<file path="config.mk">
export PLATFORM = sky130hd
export DESIGN_NAME = bounded_backoff_retry_controller_top
export DESIGN_NICKNAME = d
export VERILOG_FILES = /design/src/rtl/bbrc_pkg.sv /design/src/rtl/bounded_backoff_retry_controller_top.sv /design/src/rtl/bbrc_step.sv
export VERILOG_INCLUDE_DIRS = /design/src /design/src/rtl
export SDC_FILE = /design/constraint.sdc
export NUM_CORES = 1
export LEC_CHECK = 0
export BUFFER_PORTS_ARGS = -buffer_cell sky130_fd_sc_hd__buf_2
export CAP_MARGIN = 10
export CORE_ASPECT_RATIO = 0.8
export CORE_MARGIN = 10
export CORE_UTILIZATION = 25
export DETAILED_ROUTE_END_ITERATION = 16
export GPL_TIMING_DRIVEN = 1
export HOLD_SLACK_MARGIN = 0.05
export PLACE_DENSITY_LB_ADDON = 0.25
export SLEW_MARGIN = 20
export SYNTH_ARGS = -nofsm -noshare
export SYNTH_HDL_FRONTEND = slang
export SYNTH_HIERARCHICAL = 1
export SYNTH_SLANG_ARGS = --single-unit
</file>
<file path="constraint.sdc">
create_clock -name clk -period 7.9 [get_ports clk]
set_clock_uncertainty 0.1 [all_clocks]
set_input_delay 0.395 -clock clk [delete_from_list [all_inputs] [get_ports clk]]
set_output_delay 0.395 -clock clk [all_outputs]
set_load 0.05 [all_outputs]
</file>
<file path="src/rtl/assert_macros.svh">
// Assertion helpers for the top-level RTL file, which carries the checks.
// Each macro builds one labeled concurrent assertion, clocked on the
// rising edge and disabled while the active-low reset is asserted.
`ifndef ASSERT_MACROS_SVH
`define ASSERT_MACROS_SVH

// Antecedent implies consequent in the same cycle.
`define ASSERT_SAME_CYCLE(label, clk, rst_n, ante, cons) \
  label: assert property (@(posedge clk) disable iff (!rst_n) (ante) |-> (cons)) \
    else $error("same-cycle check failed");

// Antecedent implies consequent in the following cycle.
`define ASSERT_NEXT_CYCLE(label, clk, rst_n, ante, cons) \
  label: assert property (@(posedge clk) disable iff (!rst_n) (ante) |=> (cons)) \
    else $error("next-cycle check failed");

`endif

</file>
<file path="src/rtl/bbrc_pkg.sv">
// ----------------------------------------------------------------------------
// bbrc_pkg
// Types, codes and constants shared by the backoff retry controller files.
// ----------------------------------------------------------------------------
`timescale 1ns / 1ps
`default_nettype none

package bbrc_pkg;

  // Field widths.
  localparam int TIME_BITS = 48;
  localparam int BACKOFF_W = 32;
  localparam int ATTEMPT_W = 11;
  localparam int CFG_DATA_W = 32;
  localparam int CFG_IDX_W = 2;
  localparam int SUM_W = ((TIME_BITS > BACKOFF_W) ? TIME_BITS : BACKOFF_W) + 1;

  localparam logic [TIME_BITS-1:0] TIME_MAX = {TIME_BITS{1'b1}};
  localparam logic [ATTEMPT_W-1:0] ATTEMPT_CAP = ATTEMPT_W'(1024);

  // Configuration register indexes.
  localparam logic [CFG_IDX_W-1:0] CFG_MAX_ATTEMPTS = 2'd0;
  localparam logic [CFG_IDX_W-1:0] CFG_INIT_BACKOFF = 2'd1;
  localparam logic [CFG_IDX_W-1:0] CFG_MAX_BACKOFF = 2'd2;

  // Configuration reset values.
  localparam logic [ATTEMPT_W-1:0] MAX_ATTEMPTS_RST = ATTEMPT_W'(3);
  localparam logic [BACKOFF_W-1:0] INIT_BACKOFF_RST = BACKOFF_W'(100);
  localparam logic [BACKOFF_W-1:0] MAX_BACKOFF_RST = BACKOFF_W'(10000);

  // Event kinds.
  localparam logic [1:0] KIND_BEGIN = 2'd0;
  localparam logic [1:0] KIND_ACK = 2'd1;
  localparam logic [1:0] KIND_FAIL = 2'd2;

  // Failure codes.
  localparam logic [2:0] FC_OK = 3'd0;
  localparam logic [2:0] FC_UNAVAILABLE = 3'd1;
  localparam logic [2:0] FC_RES_EXHAUSTED = 3'd3;
  localparam logic [2:0] FC_OTHER = 3'd4;

  // Status codes.
  localparam logic [2:0] ST_OK = 3'd0;
  localparam logic [2:0] ST_TERMINAL = 3'd1;
  localparam logic [2:0] ST_ACTIVE = 3'd2;
  localparam logic [2:0] ST_BACKOFF = 3'd3;
  localparam logic [2:0] ST_BUDGET = 3'd4;
  localparam logic [2:0] ST_NO_ACTIVE = 3'd5;
  localparam logic [2:0] ST_FAIL_OK = 3'd6;
  localparam logic [2:0] ST_BAD_CONFIG = 3'd7;

  typedef enum logic [2:0] {
    PH_READY = 3'd0,
    PH_ACTIVE = 3'd1,
    PH_BACKOFF = 3'd2,
    PH_SUCCEEDED = 3'd3,
    PH_FAILED = 3'd4
  } phase_t;

  // Retry owner state.
  typedef struct packed {
    phase_t                phase;
    logic [ATTEMPT_W-1:0]  attempts;
    logic [BACKOFF_W-1:0]  backoff;
    logic [TIME_BITS-1:0]  deadline;
    logic                  dl_held;
    logic [2:0]            last_code;
    logic                  lc_held;
  } bbrc_state_t;

  // Configuration registers.
  typedef struct packed {
    logic [ATTEMPT_W-1:0] max_attempts;
    logic [BACKOFF_W-1:0] init_backoff;
    logic [BACKOFF_W-1:0] max_backoff;
  } bbrc_cfg_t;

  localparam bbrc_state_t STATE_RST = '{
    phase:     PH_READY,
    attempts:  '0,
    backoff:   INIT_BACKOFF_RST,
    deadline:  '0,
    dl_held:   1'b0,
    last_code: FC_OK,
    lc_held:   1'b0
  };

endpackage

`default_nettype wire

</file>
<file path="src/rtl/bounded_backoff_retry_controller_top.sv">
// ----------------------------------------------------------------------------
// bounded_backoff_retry_controller_top
// Retry owner for one delivery with capped exponential backoff.
// ----------------------------------------------------------------------------
// Usage:
//   Events enter on the in_ channel (valid/ready): kind, failure_code, now.
//   Every accepted event gives exactly one result transaction on the out_
//   channel: a status and a snapshot of the owner state after the event.
//   An accepted event waits in the input register; its result is then
//   registered in the output register once that register is free.
//   Throughput: one event per cycle while out_ready holds; the state register
//   feeds back through one compare, one 49-bit add and one shift.
//   The input register and the output register are decoupled: an event is
//   taken while a finished result still waits, and when the receiver stalls
//   the input stage fills and in_ready then drops until out_ready returns.
//   Configuration registers are written through cfg_wr_en, cfg_index and
//   cfg_wdata while no event is in flight; a write of the first backoff
//   delay also reloads the current backoff while no attempt has started.
//   Reset (synchronous, active low) empties both stages, returns the owner
//   to the ready phase and restores the register defaults (3, 100, 10000).
// ----------------------------------------------------------------------------
`timescale 1ns / 1ps
`default_nettype none

`include "assert_macros.svh"

module bounded_backoff_retry_controller_top (
  input  wire logic                                 clk,
  input  wire logic                                 rst_n,
  // Event channel.
  input  wire logic                                 in_valid,
  output logic                                      in_ready,
  input  wire logic [1:0]                           in_kind,
  input  wire logic [2:0]                           in_failure_code,
  input  wire logic [bbrc_pkg::TIME_BITS-1:0]       in_now,
  // Result channel.
  output logic                                      out_valid,
  input  wire logic                                 out_ready,
  output logic [2:0]                                out_status,
  output logic [bbrc_pkg::ATTEMPT_W-1:0]            out_attempt_number,
  output logic [2:0]                                out_phase_out,
  output logic [bbrc_pkg::TIME_BITS-1:0]            out_deadline_out,
  output logic                                      out_deadline_valid,
  output logic [2:0]                                out_last_code_out,
  output logic                                      out_last_code_valid,
  // Configuration write port.
  input  wire logic                                 cfg_wr_en,
  input  wire logic [bbrc_pkg::CFG_IDX_W-1:0]       cfg_index,
  input  wire logic [bbrc_pkg::CFG_DATA_W-1:0]      cfg_wdata
);

  // Input stage registers.
  logic                                 s1_valid_r;
  logic                                 s1_valid_nxt;
  logic [1:0]                           s1_kind_r;
  logic [2:0]                           s1_code_r;
  logic [bbrc_pkg::TIME_BITS-1:0]       s1_now_r;

  // Owner state and configuration.
  bbrc_pkg::bbrc_state_t                st_r;
  bbrc_pkg::bbrc_state_t                st_nxt;
  bbrc_pkg::bbrc_cfg_t                  cfg_r;
  logic [2:0]                           status_nxt;

  // Output stage registers.
  logic                                 out_valid_r;
  logic                                 out_valid_nxt;
  logic [2:0]                           out_status_r;
  bbrc_pkg::bbrc_state_t                out_st_r;

  logic                                 in_fire;
  logic                                 advance;

  // Terms used by the checks.
  logic                                 chk_attempts_ok;
  logic                                 chk_dl_held;
  logic                                 chk_ok_result;
  logic                                 chk_ok_phase;

  // Handshake: the input stage moves on when the output register is free.
  assign advance  = s1_valid_r && (!out_valid_r || out_ready);
  assign in_ready = !s1_valid_r || advance;
  assign in_fire  = in_valid && in_ready;

  assign s1_valid_nxt  = in_fire ? 1'b1 : (advance ? 1'b0 : s1_valid_r);
  assign out_valid_nxt = advance ? 1'b1 : ((out_valid_r && out_ready) ? 1'b0 : out_valid_r);

  // Input register.
  always_ff @(posedge clk) begin
    if (!rst_n) begin
      s1_valid_r <= 1'b0;
    end else begin
      s1_valid_r <= s1_valid_nxt;
    end
    if (in_fire) begin
      s1_kind_r <= in_kind;
      s1_code_r <= in_failure_code;
      s1_now_r  <= in_now;
    end
  end

  // Event evaluation.
  bbrc_step u_step (
    .st           (st_r),
    .cfg          (cfg_r),
    .kind         (s1_kind_r),
    .failure_code (s1_code_r),
    .now          (s1_now_r),
    .st_nxt       (st_nxt),
    .status       (status_nxt)
  );

  // Configuration registers.
  always_ff @(posedge clk) begin
    if (!rst_n) begin
      cfg_r.max_attempts <= bbrc_pkg::MAX_ATTEMPTS_RST;
      cfg_r.init_backoff <= bbrc_pkg::INIT_BACKOFF_RST;
      cfg_r.max_backoff  <= bbrc_pkg::MAX_BACKOFF_RST;
    end else if (cfg_wr_en) begin
      case (cfg_index)
        bbrc_pkg::CFG_MAX_ATTEMPTS: begin
          cfg_r.max_attempts <= cfg_wdata[bbrc_pkg::ATTEMPT_W-1:0];
        end
        bbrc_pkg::CFG_INIT_BACKOFF: begin
          cfg_r.init_backoff <= cfg_wdata[bbrc_pkg::BACKOFF_W-1:0];
        end
        bbrc_pkg::CFG_MAX_BACKOFF: begin
          cfg_r.max_backoff <= cfg_wdata[bbrc_pkg::BACKOFF_W-1:0];
        end
        default: begin
        end
      endcase
    end
  end

  // Owner state: updated when an event leaves the input stage; an initial
  // backoff write reloads the current backoff before the first attempt.
  always_ff @(posedge clk) begin
    if (!rst_n) begin
      st_r <= bbrc_pkg::STATE_RST;
    end else if (advance) begin
      st_r <= st_nxt;
    end else if (cfg_wr_en && (cfg_index == bbrc_pkg::CFG_INIT_BACKOFF) &&
                 (st_r.phase == bbrc_pkg::PH_READY) && (st_r.attempts == '0)) begin
      st_r.backoff <= cfg_wdata[bbrc_pkg::BACKOFF_W-1:0];
    end
  end

  // Result register.
  always_ff @(posedge clk) begin
    if (!rst_n) begin
      out_valid_r <= 1'b0;
    end else begin
      out_valid_r <= out_valid_nxt;
    end
    if (advance) begin
      out_status_r <= status_nxt;
      out_st_r     <= st_nxt;
    end
  end

  assign out_valid           = out_valid_r;
  assign out_status          = out_status_r;
  assign out_attempt_number  = out_st_r.attempts;
  assign out_phase_out       = out_st_r.phase;
  assign out_deadline_out    = out_st_r.deadline;
  assign out_deadline_valid  = out_st_r.dl_held;
  assign out_last_code_out   = out_st_r.last_code;
  assign out_last_code_valid = out_st_r.lc_held;

  // Conditions checked on a valid result.
  assign chk_attempts_ok = (out_st_r.attempts <= bbrc_pkg::ATTEMPT_CAP);
  assign chk_dl_held     = out_valid_r && out_st_r.dl_held;
  assign chk_ok_result   = out_valid_r && (out_status_r == bbrc_pkg::ST_OK);
  assign chk_ok_phase    = (out_st_r.phase == bbrc_pkg::PH_ACTIVE) ||
                           (out_st_r.phase == bbrc_pkg::PH_SUCCEEDED);

  // Checks on the owner logic.
  `ASSERT_SAME_CYCLE(a_attempts_capped, clk, rst_n, out_valid_r, chk_attempts_ok)
  `ASSERT_SAME_CYCLE(a_deadline_in_backoff, clk, rst_n, chk_dl_held, out_st_r.phase == bbrc_pkg::PH_BACKOFF)
  `ASSERT_SAME_CYCLE(a_ok_phase, clk, rst_n, chk_ok_result, chk_ok_phase)
  `ASSERT_NEXT_CYCLE(a_advance_fills_out, clk, rst_n, advance, out_valid_r)

endmodule

`default_nettype wire

</file>
<file path="src/rtl/bbrc_step.sv">
// ----------------------------------------------------------------------------
// bbrc_step
// Event evaluation: applies one begin, acknowledge or failure event to the
// retry owner state and produces the status and the next state.
// ----------------------------------------------------------------------------
`timescale 1ns / 1ps
`default_nettype none

module bbrc_step (
  input  var bbrc_pkg::bbrc_state_t            st,
  input  var bbrc_pkg::bbrc_cfg_t              cfg,
  input  wire logic [1:0]                      kind,
  input  wire logic [2:0]                      failure_code,
  input  wire logic [bbrc_pkg::TIME_BITS-1:0]  now,
  output bbrc_pkg::bbrc_state_t                st_nxt,
  output logic [2:0]                           status
);

  logic                                cfg_ok;
  logic                                budget_spent;
  logic [2:0]                          code_cap;
  logic                                retryable;
  logic [bbrc_pkg::SUM_W-1:0]          dl_sum;
  logic [bbrc_pkg::TIME_BITS-1:0]      dl_new;
  logic [bbrc_pkg::BACKOFF_W-1:0]      backoff_dbl;

  // Configuration sanity check.
  assign cfg_ok = (cfg.max_attempts != '0) && (cfg.max_attempts <= bbrc_pkg::ATTEMPT_CAP) &&
                  (cfg.init_backoff != '0) && (cfg.max_backoff >= cfg.init_backoff);

  assign budget_spent = (st.attempts >= cfg.max_attempts);

  // Undefined failure codes fold into the non-retryable "other" code.
  assign code_cap  = (failure_code > bbrc_pkg::FC_OTHER) ? bbrc_pkg::FC_OTHER : failure_code;
  assign retryable = (code_cap >= bbrc_pkg::FC_UNAVAILABLE) &&
                     (code_cap <= bbrc_pkg::FC_RES_EXHAUSTED);

  // Deadline is now plus the current backoff, saturating at the time maximum.
  assign dl_sum = bbrc_pkg::SUM_W'(now) + bbrc_pkg::SUM_W'(st.backoff);
  assign dl_new = (dl_sum > bbrc_pkg::SUM_W'(bbrc_pkg::TIME_MAX)) ?
                  bbrc_pkg::TIME_MAX : dl_sum[bbrc_pkg::TIME_BITS-1:0];

  // Doubling capped at the maximum; above half the cap it goes to the cap.
  always_comb begin
    if (st.backoff >= cfg.max_backoff) begin
      backoff_dbl = st.backoff;
    end else if (st.backoff > (cfg.max_backoff >> 1)) begin
      backoff_dbl = cfg.max_backoff;
    end else begin
      backoff_dbl = st.backoff << 1;
    end
  end

  // Event decode and state update.
  always_comb begin
    st_nxt = st;
    status = bbrc_pkg::ST_NO_ACTIVE;
    if (!cfg_ok) begin
      status = bbrc_pkg::ST_BAD_CONFIG;
    end else begin
      case (kind)
        bbrc_pkg::KIND_BEGIN: begin
          priority if ((st.phase == bbrc_pkg::PH_SUCCEEDED) ||
                       (st.phase == bbrc_pkg::PH_FAILED)) begin
            status = bbrc_pkg::ST_TERMINAL;
          end else if (st.phase == bbrc_pkg::PH_ACTIVE) begin
            status = bbrc_pkg::ST_ACTIVE;
          end else if ((st.phase == bbrc_pkg::PH_BACKOFF) && st.dl_held &&
                       (now < st.deadline)) begin
            status = bbrc_pkg::ST_BACKOFF;
          end else if (budget_spent) begin
            status = bbrc_pkg::ST_BUDGET;
          end else begin
            status          = bbrc_pkg::ST_OK;
            st_nxt.attempts = st.attempts + 1'b1;
            st_nxt.phase    = bbrc_pkg::PH_ACTIVE;
            st_nxt.dl_held  = 1'b0;
            st_nxt.deadline = '0;
          end
        end
        bbrc_pkg::KIND_ACK: begin
          if (st.phase == bbrc_pkg::PH_ACTIVE) begin
            status           = bbrc_pkg::ST_OK;
            st_nxt.phase     = bbrc_pkg::PH_SUCCEEDED;
            st_nxt.last_code = bbrc_pkg::FC_OK;
            st_nxt.lc_held   = 1'b1;
            st_nxt.dl_held   = 1'b0;
            st_nxt.deadline  = '0;
          end
        end
        bbrc_pkg::KIND_FAIL: begin
          if ((st.phase == bbrc_pkg::PH_ACTIVE) && (failure_code != bbrc_pkg::FC_OK)) begin
            status           = bbrc_pkg::ST_FAIL_OK;
            st_nxt.last_code = code_cap;
            st_nxt.lc_held   = 1'b1;
            if (!retryable || budget_spent) begin
              st_nxt.phase    = bbrc_pkg::PH_FAILED;
              st_nxt.dl_held  = 1'b0;
              st_nxt.deadline = '0;
            end else begin
              st_nxt.phase    = bbrc_pkg::PH_BACKOFF;
              st_nxt.deadline = dl_new;
              st_nxt.dl_held  = 1'b1;
              st_nxt.backoff  = backoff_dbl;
            end
          end
        end
        default: begin
          status = bbrc_pkg::ST_NO_ACTIVE;
        end
      endcase
    end
  end

endmodule

`default_nettype wire

</file>
# Word-level counts from Yosys, hierarchy flattened
# Cells that the tools add are included.
# classes
reduce_logical,34
magnitude_cmp,10
n_eq_ne,13
mux,38
add_sub_neg,2
# op_table
cell,n
two-way mux 49 bit,5
two-way mux 32 bit,6
case mux 49 bit (3 select lines),1
two-way mux 99 bit,1
two-way mux 85 bit,1
>= comparator 32 bit,2
two-way mux 14 bit,4
two-way mux 53 bit,1
adder 48 x 32 -> 49 bit,1
"greater-than comparator 49 x 48 -> 1 bit, second input constant",1
less-than comparator 48 bit,1
two-way mux 48 bit,1
greater-than comparator 32 x 31 -> 1 bit,1
nonzero test 32 bit,1
two-way mux 3 bit,9
case mux 3 bit (3 select lines),2
logical AND 1 bit,13
"adder 11 x 1 -> 11 bit, second input constant",1
>= comparator 11 bit,1
"<= comparator 11 bit, second input constant",1
zero test 11 bit,1
two-way mux 11 bit,1
nonzero test 11 bit,1
case mux 4 bit (2 select lines),1
20 further kinds,39
# totals
elab_cells,119
reg_bits,299

# Longest topological paths before layout
# depth
word_depth,11
ltp_mapped,15

# Modules after synthesis
# Netlist, hierarchy kept.
# by_module_without_submodules
mod,n_inst,cells_each,seq_area_each_um2,area_each_um2
bounded_backoff_retry_controller_top,1,951,7216.9,10550.1
bbrc_step,1,1154,0.0,8052.7

# Worst setup path before layout
# OpenSTA, ideal clock, no wires.
# synth_timing
kind,reg2reg
from,register st_r[85] in the netlist's numbering
to,register st_r[58] in the netlist's numbering
arrival_ns,3.019
stages_incl_launch_ff,15
path_buffers,1
setup_time_ns,0.128
path_slack_ns,4.653
cell_sequence,dfxtp_1 > inv_1 > ha_1 > and4_1 > o31a_1 > o211ai_2 > a21oi_1 > o21ai_4 > nand2_1 > nor2_1 > o211a_1 > buf_4 > mux2_2 > nor3b_1 > a211oi_1
# synth_between
elab_chain_len,4
word_cells_on_any_way,7
# synth_rtl
element,line_no,text
from (decl),bounded_backoff_retry_controller_top.sv:60,bbrc_pkg::bbrc_state_t st_r;
from (signal assigned),bounded_backoff_retry_controller_top.sv:140,st_r <= bbrc_pkg::STATE_RST;
from (signal assigned),bounded_backoff_retry_controller_top.sv:142,st_r <= st_nxt;
>= comparator 11 bit / zero test 11 bit (equally long branches),"bbrc_step.sv:31, bounded_backoff_retry_controller_top.sv:144",
logical OR 1 bit / logical AND 1 bit (equally long branches),"bbrc_step.sv:96, bounded_backoff_retry_controller_top.sv:144",
!= test 2 bit (no line) / nonzero test 2 bit (equally long branches),--,
AND reduction 6 bit (no line) (*),--,
# Mark *: on every way between the ends. The rest lies on a longest branch, timed or not.
# A chain may end at the register's enable or synchronous reset.

==> metrics <==
commonest cells after routing, fill and taps aside nand2_1 (411), ha_1 (190), dfxtp_1 (176); port buffer count approximately 160; Worst Path Max Fanout a little under 50; # clock sinks 299; CP Capture Type register; Startpoint Class register; synthesized area per cell between 8 and 9 um2; DR vias ~16,000; Final Hold Vio Count 0; vias per cell 4.82; hold path start out_ready; Mapped Cells approximately 2,100; worst reg-to-reg path cell count 10; most common cell after layout, fill and taps aside nand2_1; largest net degree at the start of global routing 112; final setup TNS 0 ns; R2R Path End st_r[36]; top_reg_cell synth dfxtp_1; Tmin final about 4 ns; Syn-to-layout area delta 20.7%; reg2reg start s1_now_r[31]; Synth warnings 6; Skew-Pair Late Insertion Delay about 0.57 ns; Final setup viols 0; die height about 260 um; status complete, no violations; register area share after synthesis 38.8%; Worst-path clk slew roughly 0.06 ns; Residual DRC 0; CTS tree yes; GRT overflow 0; class of the worst hold path in -> reg; CTS H-Tree Depth 2; die width between 300 and 400 um; layout cells sized above 1 13.6%; CP top delay family simple AND/OR/NAND/NOR gates; Lkg Pwr approximately 0.0086 uW; Layout Nets 2,593; PostCTS Resize Cnt 0; wirelength, routed between 60 and 70 mm; FFs w/ async S/R, synth 0%; leading area contributor after synthesis edfxtp_1; Mapped Nets about 2,400; CTS Root Cell clkbuf_16; Final ANT Viol Nets 0; RD Place Congestion approximately 0.86; hold depth 3; Mapped Area between 15,000 and 20,000 um2; CP max stage delay between 0.9 and 1 ns; R2R setup slack approximately 3.8 ns; WP data required just over 8 ns; CP bufs+invs 1; Synth cell types 84; vias in the first global route between 15,000 and 20,000; Crit Path Class reg -> reg; Cell Rows 89; crit-path cells ha_1, nand4_1, nor4_1, a311o_1, nand4_2, a2111o_1, buf_4, a221o_1, nand2_1, a21boi_0; 1st-pass router iterations 8; Total GRT Usage between 10 and 15%; DP Worst Slack 3.84 ns; Max VDD drop 147 uV; EDFF count, synth 123; Worst Slack Setup Final 3.81 ns; Max Freq approximately 0.24 GHz; max-cap check violation count 0; DR iter-0 viols between 1,000 and 1,500; synthesis-stage register bit count between 200 and 300; Worst EP arrival 4.43 ns; initial core utilization 25.2%; Core Area about 74,000 um2; post-route clock period utilization around 52%; Yosys top cell area share just under 20%; detailed placer's ending HPWL approximately 46 mm; die area 85,800 um2; Num CTS Buffers 37; Hold Path End out_valid; first-pass GRT wire length roughly 96 mm; I/O pin total approximately 160; max-slew violations 0; Longest Clk Path Bufs 3; initial antenna violation count 0; slowest stage cell on the critical path nor4_1; Layout fillers about 7,900; routed len/inst approximately 19 um; relative max-transition margin slightly above 30%; antenna cell count 0; RSZ-0062 raised after global routing no; PD cells between 150 and 200 nW/um2; Least-Margin Pin Slew between 1 and 1.5 ns; ranking of synthesized cells by area edfxtp_1 (20%), dfxtp_1 (19%), ha_1 (13%)
[Yosys cell counts, drive strengths merged, types with 3 or more instances]
cell / count
o221ai: 4
buf: 37
o211a: 3
a22o: 6
edfxtp: 123
inv: 146
nand4: 40
a41o: 3
and4: 7
mux2i: 6
a21oi: 98
a2111oi: 5
o21a: 8
a211o: 4
nand2b: 16
xnor2: 29
o31ai: 4
a21boi: 137
a211oi: 20
a21o: 24
nand2: 411
dfxtp: 176
xor2: 12
ha: 190
o21bai: 5
o21ai: 133
nor3b: 8
a221o: 5
a221oi: 4
mux2: 62
o22ai: 4
a31oi: 36
clkbuf: 62
and2: 8
o211ai: 17
and3: 12
nor2: 65
nor4: 19
nor3: 20
or3: 12
nor2b: 14
nand3: 74
[flip-flops by register name, summed over array words and instances (netlist names)]
signal	count
s1_kind_r	2
cfg_r	75
out_last_code_valid	1
s1_code_r	3
out_attempt_number	11
out_valid	1
out_last_code_out	3
out_phase_out	3
out_status	3
out_deadline_out	48
s1_now_r	48
st_r	99
out_deadline_valid	1
s1_valid_r	1
[per-layer routing]
metal	vias up	share of wire [%]	routed length, um	track usage, %
met4	0	1.7	1060	3.41
met1	7710	48	30000	19.1
met5	-	0	0	0
li1	7949	-	-	-
met2	378	45	28000	22.8
met3	68	4.9	3070	2.55
[through the flow]
step           area, um2  util [%]  hold slack [ns]  total power [uW]  std cells
3_5_place_dp       20300      27.6            0.347              2500       3186
2_1_floorplan      18600         -            0.335              2260       2105
3_3_place_gp       20300      27.6            0.343              2500       3186
4_1_cts            22400      30.4           0.0560              4330       3339
6_report           22500      30.5           0.0923              4260       3339
5_1_grt            22500      30.5           0.0761              4480       3339
[cells by family after synthesis]
group	count (synthesis)	share of synthesized area [%]
AO/OA/AOI/OAI	543	19.2
XOR/XNOR	41	1.93
adder cells (fa/ha/maj)	191	12.9
buffers and inverters	245	5.43
flip-flops	299	38.8
multiplexers	68	4.08
AND/OR/NAND/NOR	718	17.7
[layout make-up]
cell class / instances / area (um2) / share of cell area, %
sequential: 299 / 7220 / 32.1
inverter: 146 / 551 / 2.45
tap: 1001 / 1250 / 5.58
multi-input combinational: 1561 / 10400 / 46.3
clock inverter: 21 / 236 / 1.05
clock buffer: 46 / 1000 / 4.46
timing repair buffer: 265 / 1800 / 8.01
[report_power, final]
part / switching [uW] / internal, uW / total (uW) / leakage [uW]
sequential: 70.1 / 1670 / 1740 / 0.00260
combinational: 479 / 293 / 772 / 0.00541
clock: 714 / 1040 / 1750 / 0.000599
total: 1260 / 3000 / 4260 / 0.00860
[tightest hold or removal path, cell delays in order]
cell	delay, ns
buf_2	0.08
nor2b_1	0.06
o21a_1	0.18
[worst max-delay path by stage]
| stage | start | cells after the start | to |
|---|---|---|---|
| 5_1_grt | cfg_r[54] | 14 | st_r[44] |
| 3_3_place_gp | s1_now_r[31] | 8 | out_deadline_out[36] |
| 3_5_place_dp | cfg_r[54] | 14 | st_r[44] |
| 6_report | s1_now_r[31] | 10 | st_r[36] |
| 4_1_cts | cfg_r[54] | 14 | st_r[44] |
| 2_1_floorplan | st_r[85] | 14 | st_r[58] |
[repair_timing]
action | in CTS | in global routing
hold endpoints to repair | 149 | 0
setup buffers | 0 | 0
hold buffers | 86 | 0
No activity file was read; power rests on OpenSTA's default activity.
